--- src/rtl/b64d_pkg.sv ---
package b64d_pkg;

	// Depth of the result-group queue between front and back
	localparam int QUEUE_DEPTH = 4;

	// Result kinds
	typedef enum logic [1:0] {
		KIND_DATA  = 2'd0,
		KIND_ERROR = 2'd1,
		KIND_END   = 2'd2
	} kind_t;

	// One character of encoded text
	typedef struct packed {
		logic [7:0] char_code;
		logic       end_of_text;
	} in_item_t;

	// One decoded result
	typedef struct packed {
		logic [7:0] data_byte;
		kind_t      kind;
		logic       final_item;
	} out_item_t;

	// All results caused by one character (count is 1..3 when queued)
	typedef struct packed {
		logic [1:0]      count;
		logic [2:0][7:0] bytes;
		kind_t           kind;
		logic            fin;
	} group_t;

	// Class of one character
	typedef struct packed {
		logic       is_pad;
		logic       bad;
		logic [5:0] value;
	} sym_t;

	// Map a character to its sextet through the standard alphabet
	function automatic sym_t classify(input logic [7:0] c);
		sym_t s;
		s.is_pad = 1'b0;
		s.bad    = 1'b0;
		s.value  = 6'd0;
		if (c inside {[8'h41:8'h5A]}) begin
			s.value = 6'(c - 8'h41);
		end else if (c inside {[8'h61:8'h7A]}) begin
			s.value = 6'(c - 8'h61 + 8'd26);
		end else if (c inside {[8'h30:8'h39]}) begin
			s.value = 6'(c - 8'h30 + 8'd52);
		end else if (c == 8'h2B) begin
			s.value = 6'd62;
		end else if (c == 8'h2F) begin
			s.value = 6'd63;
		end else if (c == 8'h3D) begin
			s.is_pad = 1'b1;
		end else begin
			s.bad = 1'b1;
		end
		return s;
	endfunction

endpackage

--- src/rtl/b64d_queue.sv ---
module b64d_queue import b64d_pkg::*; #(
	parameter int DEPTH = QUEUE_DEPTH
) (
	input  logic   clk,
	input  logic   arst_n,
	input  logic   push,
	input  group_t wdata,
	input  logic   pop,
	output group_t rdata,
	output logic   empty,
	output logic   full
);

	localparam int PTR_W = (DEPTH > 1) ? $clog2(DEPTH) : 1;
	localparam int CNT_W = $clog2(DEPTH + 1);
	localparam logic [PTR_W-1:0] LAST_PTR = PTR_W'(DEPTH - 1);

	group_t           mem_q [DEPTH];
	logic [PTR_W-1:0] wr_q;
	logic [PTR_W-1:0] rd_q;
	logic [CNT_W-1:0] cnt_q;

	assign empty = (cnt_q == CNT_W'(0));
	assign full  = (cnt_q == CNT_W'(DEPTH));
	assign rdata = mem_q[rd_q];

	// Store a group at the write pointer
	always_ff @(posedge clk) begin
		if (push) begin
			mem_q[wr_q] <= wdata;
		end
	end

	// Advance pointers and hold the fill count
	always_ff @(posedge clk or negedge arst_n) begin
		if (!arst_n) begin
			wr_q  <= '0;
			rd_q  <= '0;
			cnt_q <= '0;
		end else begin
			if (push) begin
				wr_q <= (wr_q == LAST_PTR) ? '0 : PTR_W'(wr_q + 1'b1);
			end
			if (pop) begin
				rd_q <= (rd_q == LAST_PTR) ? '0 : PTR_W'(rd_q + 1'b1);
			end
			if (push && !pop) begin
				cnt_q <= CNT_W'(cnt_q + 1'b1);
			end else if (pop && !push) begin
				cnt_q <= CNT_W'(cnt_q - 1'b1);
			end
		end
	end

endmodule

--- config.mk ---
export PLATFORM = sky130hd
export DESIGN_NAME = b64d_queue
export DESIGN_NICKNAME = d
export VERILOG_FILES = /design/src/rtl/b64d_pkg.sv /design/src/rtl/b64d_queue.sv
export SDC_FILE = /design/constraint.sdc
export NUM_CORES = 1
export LEC_CHECK = 0
export BUFFER_PORTS_ARGS = -buffer_cell sky130_fd_sc_hd__buf_2
export CAP_MARGIN = 20
export CORE_AREA = 2 2 82 123
export CTS_CLUSTER_DIAMETER = 150
export CTS_CLUSTER_SIZE = 10
export DETAILED_ROUTE_END_ITERATION = 6
export DIE_AREA = 0 0 84 125
export GPL_TIMING_DRIVEN = 0
export PLACE_DENSITY = 0.67
export REMOVE_ABC_BUFFERS = 1
export SLEW_MARGIN = 40
export SYNTH_ARGS = -nofsm -noshare
export SYNTH_HDL_FRONTEND = slang
export SYNTH_SLANG_ARGS = --single-unit
--- constraint.sdc ---
create_clock -name clk -period 4 [get_ports clk]
set_input_delay 0.4 -clock clk [delete_from_list [all_inputs] [get_ports clk]]
set_output_delay 0.4 -clock clk [all_outputs]
set_load 0.05 [all_outputs]
* Word-level counts from Yosys, hierarchy flattened
Memories as Yosys holds them, arrays and structs flattened.
Index checks and enable logic that the tools add are counted.
** Word-level totals
- Bits in registers :: 7
- Bits in writable memories :: 116
- Bits of input ports :: 33
- Output and inout port bits :: 31
- Memories :: 1
** Operators by class
- $add $sub $neg :: 4
- Eq/ne operators :: 3
- Multiplexer cells :: 6
- Reductions and logical operators :: 6
** Memory list
- mem_q :: words 4, width 29, read ports 1, clocked after memory_dff 0, wr ports 1, RTL line b64d_queue.sv:18 : group_t mem_q [DEPTH];
** Operators by type and width (number)
- two-way mux 3 bit :: 2
- adder 2 x 1 -> 2 bit, second input constant :: 2
- equality test 2 bit, second input constant :: 2
- two-way mux 2 bit :: 2
- adder 3 x 1 -> 3 bit, second input constant :: 1
- equality test 3 bit, second input constant :: 1
- logical NOT 3 bit :: 1
- subtractor 3 x 1 -> 3 bit, second input constant :: 1
- logical AND 1 bit :: 2
- logical NOT 1 bit :: 2
- two-way mux 1 bit :: 2
- nonzero test 2 bit :: 1

* Depth between registers and ports, before layout
- Depth after elaboration :: 4
- Mapped depth :: 7
- Depth with buffers taken out :: 7

* Worst setup path before layout
OpenSTA, ideal clock, no wires.
- Kind :: register to output
- From :: reg cnt_q[0]
- To :: out full
- Arrival time :: 1.599 ns
- Required time :: 3.600 ns
- Path slack :: 2.001 ns
- Stages on the path, launching flop included :: 2
- Path through :: dfrtp_1 nor3b_1
** On the way
- Word-level cells in the longest chain between the ends :: 1
** RTL lines
- start, declared :: RTL line b64d_queue.sv:21 : logic [CNT_W-1:0] cnt_q;
- start signal, assigned :: RTL line b64d_queue.sv:48 : cnt_q <= CNT_W'(cnt_q + 1'b1);
- start signal, assigned :: RTL line b64d_queue.sv:50 : cnt_q <= CNT_W'(cnt_q - 1'b1);
- equality test 3 bit :: RTL line b64d_queue.sv:24 : assign full = (cnt_q == CNT_W'(DEPTH));
- end, declared :: RTL line b64d_queue.sv:11 : output logic full
Every way passes these cells.

==> insert_results.sql <==
INSERT INTO impl_metrics (metric_group, metric, value, unit) VALUES
('clock_tree', 'clock_latency', '0.40', 'ns'),
('finish', 'post-route-cell-area', '5730', 'um^2'),
('sta', 'tns', '0', 'ns'),
('placed_design', 'place_hpwl', '4.86', 'mm'),
('synth', 'synth-seq-cells', '123', ''),
('hold_path', 'hold_class', 'in -> reg', ''),
('sta', 'relSlewSlack', '0.667', ''),
('critical_path', 'critPathRequiredTime', '3.60', 'ns'),
('detailed_routing', 'dr.first_iter.drc_count', '120', ''),
('floorplan', 'floorplan.die_area', '10500', 'um^2'),
('synth', 'synth-warning-count', '0', ''),
('global_routing', 'grt_pass1_vias', '2260', ''),
('critical_path', 'path_max_fanout', '17', ''),
('global_routing', 'grt_max_degree', '19', ''),
('floorplan', 'core', '9520', 'um^2'),
('power_and_ir_drop', 'power_leakage', '0.00204', 'uW'),
('finish', 'layout_common_cells', '116 x sky130_fd_sc_hd__edfxtp_1, 63 x sky130_fd_sc_hd__buf_2, 28 x sky130_fd_sc_hd__mux4_2', ''),
('sta', 'slew_violations', '0', ''),
('global_routing', 'initial_antenna_violation_count', '0', ''),
('detailed_routing', 'detailroute.via_count', '2096', ''),
('synth', 'synth_sequential_area_ratio', '0.795', ''),
('clock_tree', 'cts_buffer_depth', '2', ''),
('clock_tree', 'cts-hold-fix-buffers', '1', ''),
('sta', 'layout_worst_path_cycle_share', '0.613', ''),
('finish', 'syn_to_final_growth', '24.5', '%'),
('floorplan', 'pin_count', '64', ''),
('sta', 'skew', '0.00495', 'ns'),
('critical_path', 'crit_type', 'reg -> out', ''),
('floorplan', 'start_util', '0.483', ''),
('synth', 'avgSynthCellArea', '24.5', 'um^2'),
('detailed_routing', 'avgRoutedWirePerCell', '18.9', 'um'),
('critical_path', 'r2r_setup_slack', '2.34', 'ns'),
('clock_tree', 'cts-root-buf', 'sky130_fd_sc_hd__clkbuf_16', ''),
('outcome', 'status', 'completed', ''),
('hold_path', 'hold_path_depth', '1', ''),
('critical_path', 'critical_path.reg2reg.endpoint', 'mem_q[2][3]$_DFFE_PP_', ''),
('detailed_routing', 'viasPerCell', '5.25', ''),
('critical_path', 'worst_ep_arrival_time', '2.05', 'ns'),
('critical_path', 'timing.critical_path.to_type', 'output port', ''),
('critical_path', 'critical_path.startpoint_type', 'register', ''),
('sta', 'rsz0062_at_grt', 'false', ''),
('critical_path', 'reg2regPathDepth', '4', ''),
('hold_path', 'hold_path.startpoint', 'wdata[25]', ''),
('detailed_routing', 'postRouteAntennaNets', '0', ''),
('sta', 'fmaxAchievable', '0.408', 'GHz'),
('clock_tree', 'cts_buffers', '17', ''),
('finish', 'layout.cells.most_common', 'sky130_fd_sc_hd__edfxtp_1', ''),
('run', 'max_cap_violations', '0', ''),
('hold_path', 'min_delay_worst_endpoint', 'mem_q[1][25]$_DFFE_PP_', ''),
('global_routing', 'globalRoute.totalOverflow', '0', ''),
('global_routing', 'grt_first_pass_wirelength', '12.0', 'mm'),
('clock_tree', 'htree_num_levels', '4', ''),
('placed_design', 'placed_cell_area', '5170', 'um^2'),
('finish', 'layout.nets', '311', ''),
('power_and_ir_drop', 'vdd.ir_drop.worst', '0.503', 'mV'),
('clock_tree', 'post_cts_resized', '0', ''),
('placed_design', 'gpl_congestion', '0.642', ''),
('global_routing', 'total_global_route_track_usage', '0.161', ''),
('floorplan', 'dieWidth', '84', 'um'),
('clock_tree', 'clock_sinks', '123', ''),
('sta', 'finalCriticalPeriod', '2.45', 'ns'),
('clock_tree', 'tritoncts', 'yes', ''),
('synth', 'yosysUniqueCellTypes', '20', ''),
('finish', 'n_antenna_cell', '0', ''),
('finish', 'layout-drive-gt1-share', '0.458', ''),
('placed_design', 'place.port_buffers', '63', ''),
('clock_tree', 'worst_setup_hold_path_clk_slew', '0.05', 'ns'),
('critical_path', 'crit-reg2reg-launch', 'wr_q[0]$_DFFE_PN0P_', ''),
('detailed_routing', 'routed_wirelength', '7.54', 'mm'),
('sta', 'max_slew.worst_pin.slew', '0.500', 'ns'),
('floorplan', 'num_rows', '44', ''),
('power_and_ir_drop', 'p_per_area', '849', 'nW/um^2'),
('floorplan', 'die_y', '125', 'um'),
('detailed_routing', 'drtPass1Iterations', '4', ''),
('sta', 'setup_viol', '0', ''),
('synth', 'syn-instance-count', '188', ''),
('detailed_routing', 'drt_drc_violations_left', '0', ''),
('finish', 'nFillCells', '691', ''),
('clock_tree', 'post_cts_buffers', '0', ''),
('sta', 'final-hold-violation-count', '0', ''),
('synth', 'synthesis.area', '4600', 'um^2');
cell usage after synthesis, drive strengths merged:
master	number	area share
nand2	1	0.00082
and2	4	0.0054
inv	5	0.0041
edfxtp	116	0.76
o21ai	2	0.0022
mux2	3	0.0073
buf	5	0.0095
clkbuf	1	0.00082
dfrtp	7	0.038
mux4	29	0.14
xnor2	1	0.0019
nor3b	1	0.0016
nand3	1	0.0011
nor2	2	0.0016
ha	6	0.016
xor2	2	0.0038
nor3	1	0.0011
fa	1	0.0044
per-stage QoR:
step                 util  hold slack (ns)  setup slack (ns)  power (uW)  instances
global route        0.601            0.201              1.43        5070        399
finish              0.601            0.215              1.55        4860        399
floorplan               -            0.104              1.34        3060        182
detailed placement  0.543            0.250              1.93        3540        366
CTS                 0.601            0.195              1.49        4930        399
global placement    0.526            0.244             0.869        3430        360
how the worst max path moves through the flow:
stage	startpoint	to	slack, ns	depth (start not counted)
CTS	rd_q[0]$_DFFE_PN0P_	rdata[10]	1.49	3
detailed placement	rd_q[0]$_DFFE_PN0P_	rdata[10]	1.93	3
global route	rd_q[0]$_DFFE_PN0P_	rdata[10]	1.43	3
floorplan	rd_q[0]$_DFFE_PN0P_	rdata[10]	1.34	1
global placement	rd_q[0]$_DFFE_PN0P_	rdata[10]	0.87	2
finish	rd_q[0]$_DFFE_PN0P_	rdata[10]	1.55	3
cells by family after synthesis:
kind of cell | count (synthesis) | share of synthesized area
flip-flops | 123 | 0.795
multiplexers | 32 | 0.150
buffers and inverters | 11 | 0.0144
AND/OR/NAND/NOR | 10 | 0.0117
adder cells (fa/ha/maj) | 7 | 0.0207
XOR/XNOR | 3 | 0.00571
AO/OA/AOI/OAI | 2 | 0.00218
metal layers:
metal / vias to the layer above / GRT usage / part of all wire
li1: 957 / - / -
met1: 1085 / 0.184 / 0.40
met2: 47 / 0.265 / 0.55
met3: 7 / 0.0686 / 0.043
met4: 0 / 0.0683 / 0.014
met5: - / 0 / 0
flip-flops by register name (all words and copies together) (netlist names):
name,flops
rd_q,2
mem_q,116
wr_q,2
cnt_q,3
report_power, final:
part	internal, uW	switching (uW)	leakage (uW)
combinational	577	1090	0.000628
sequential	1670	147	0.00115
clock	917	462	0.000270
total	3160	1700	0.00204
area by class of cell:
| cell class | count | area, um^2 | share of cell area |
|---|---|---|---|
| inverters | 5 | 18.8 | 0.00328 |
| clock inverters | 3 | 40.0 | 0.00699 |
| well taps | 115 | 144 | 0.0251 |
| repair buffers | 70 | 470 | 0.0821 |
| flip-flops and latches | 123 | 3660 | 0.640 |
| multi-input cells | 54 | 881 | 0.154 |
| clock buffers | 29 | 510 | 0.0891 |
critical path: stages, from the launching register on:
cell and delay [ns]:
sky130_fd_sc_hd__dfrtp_4 0.62, sky130_fd_sc_hd__buf_12 0.24, sky130_fd_sc_hd__mux4_1 0.56, sky130_fd_sc_hd__buf_2 0.23
Note: power is estimated with default switching activity, not from simulation.
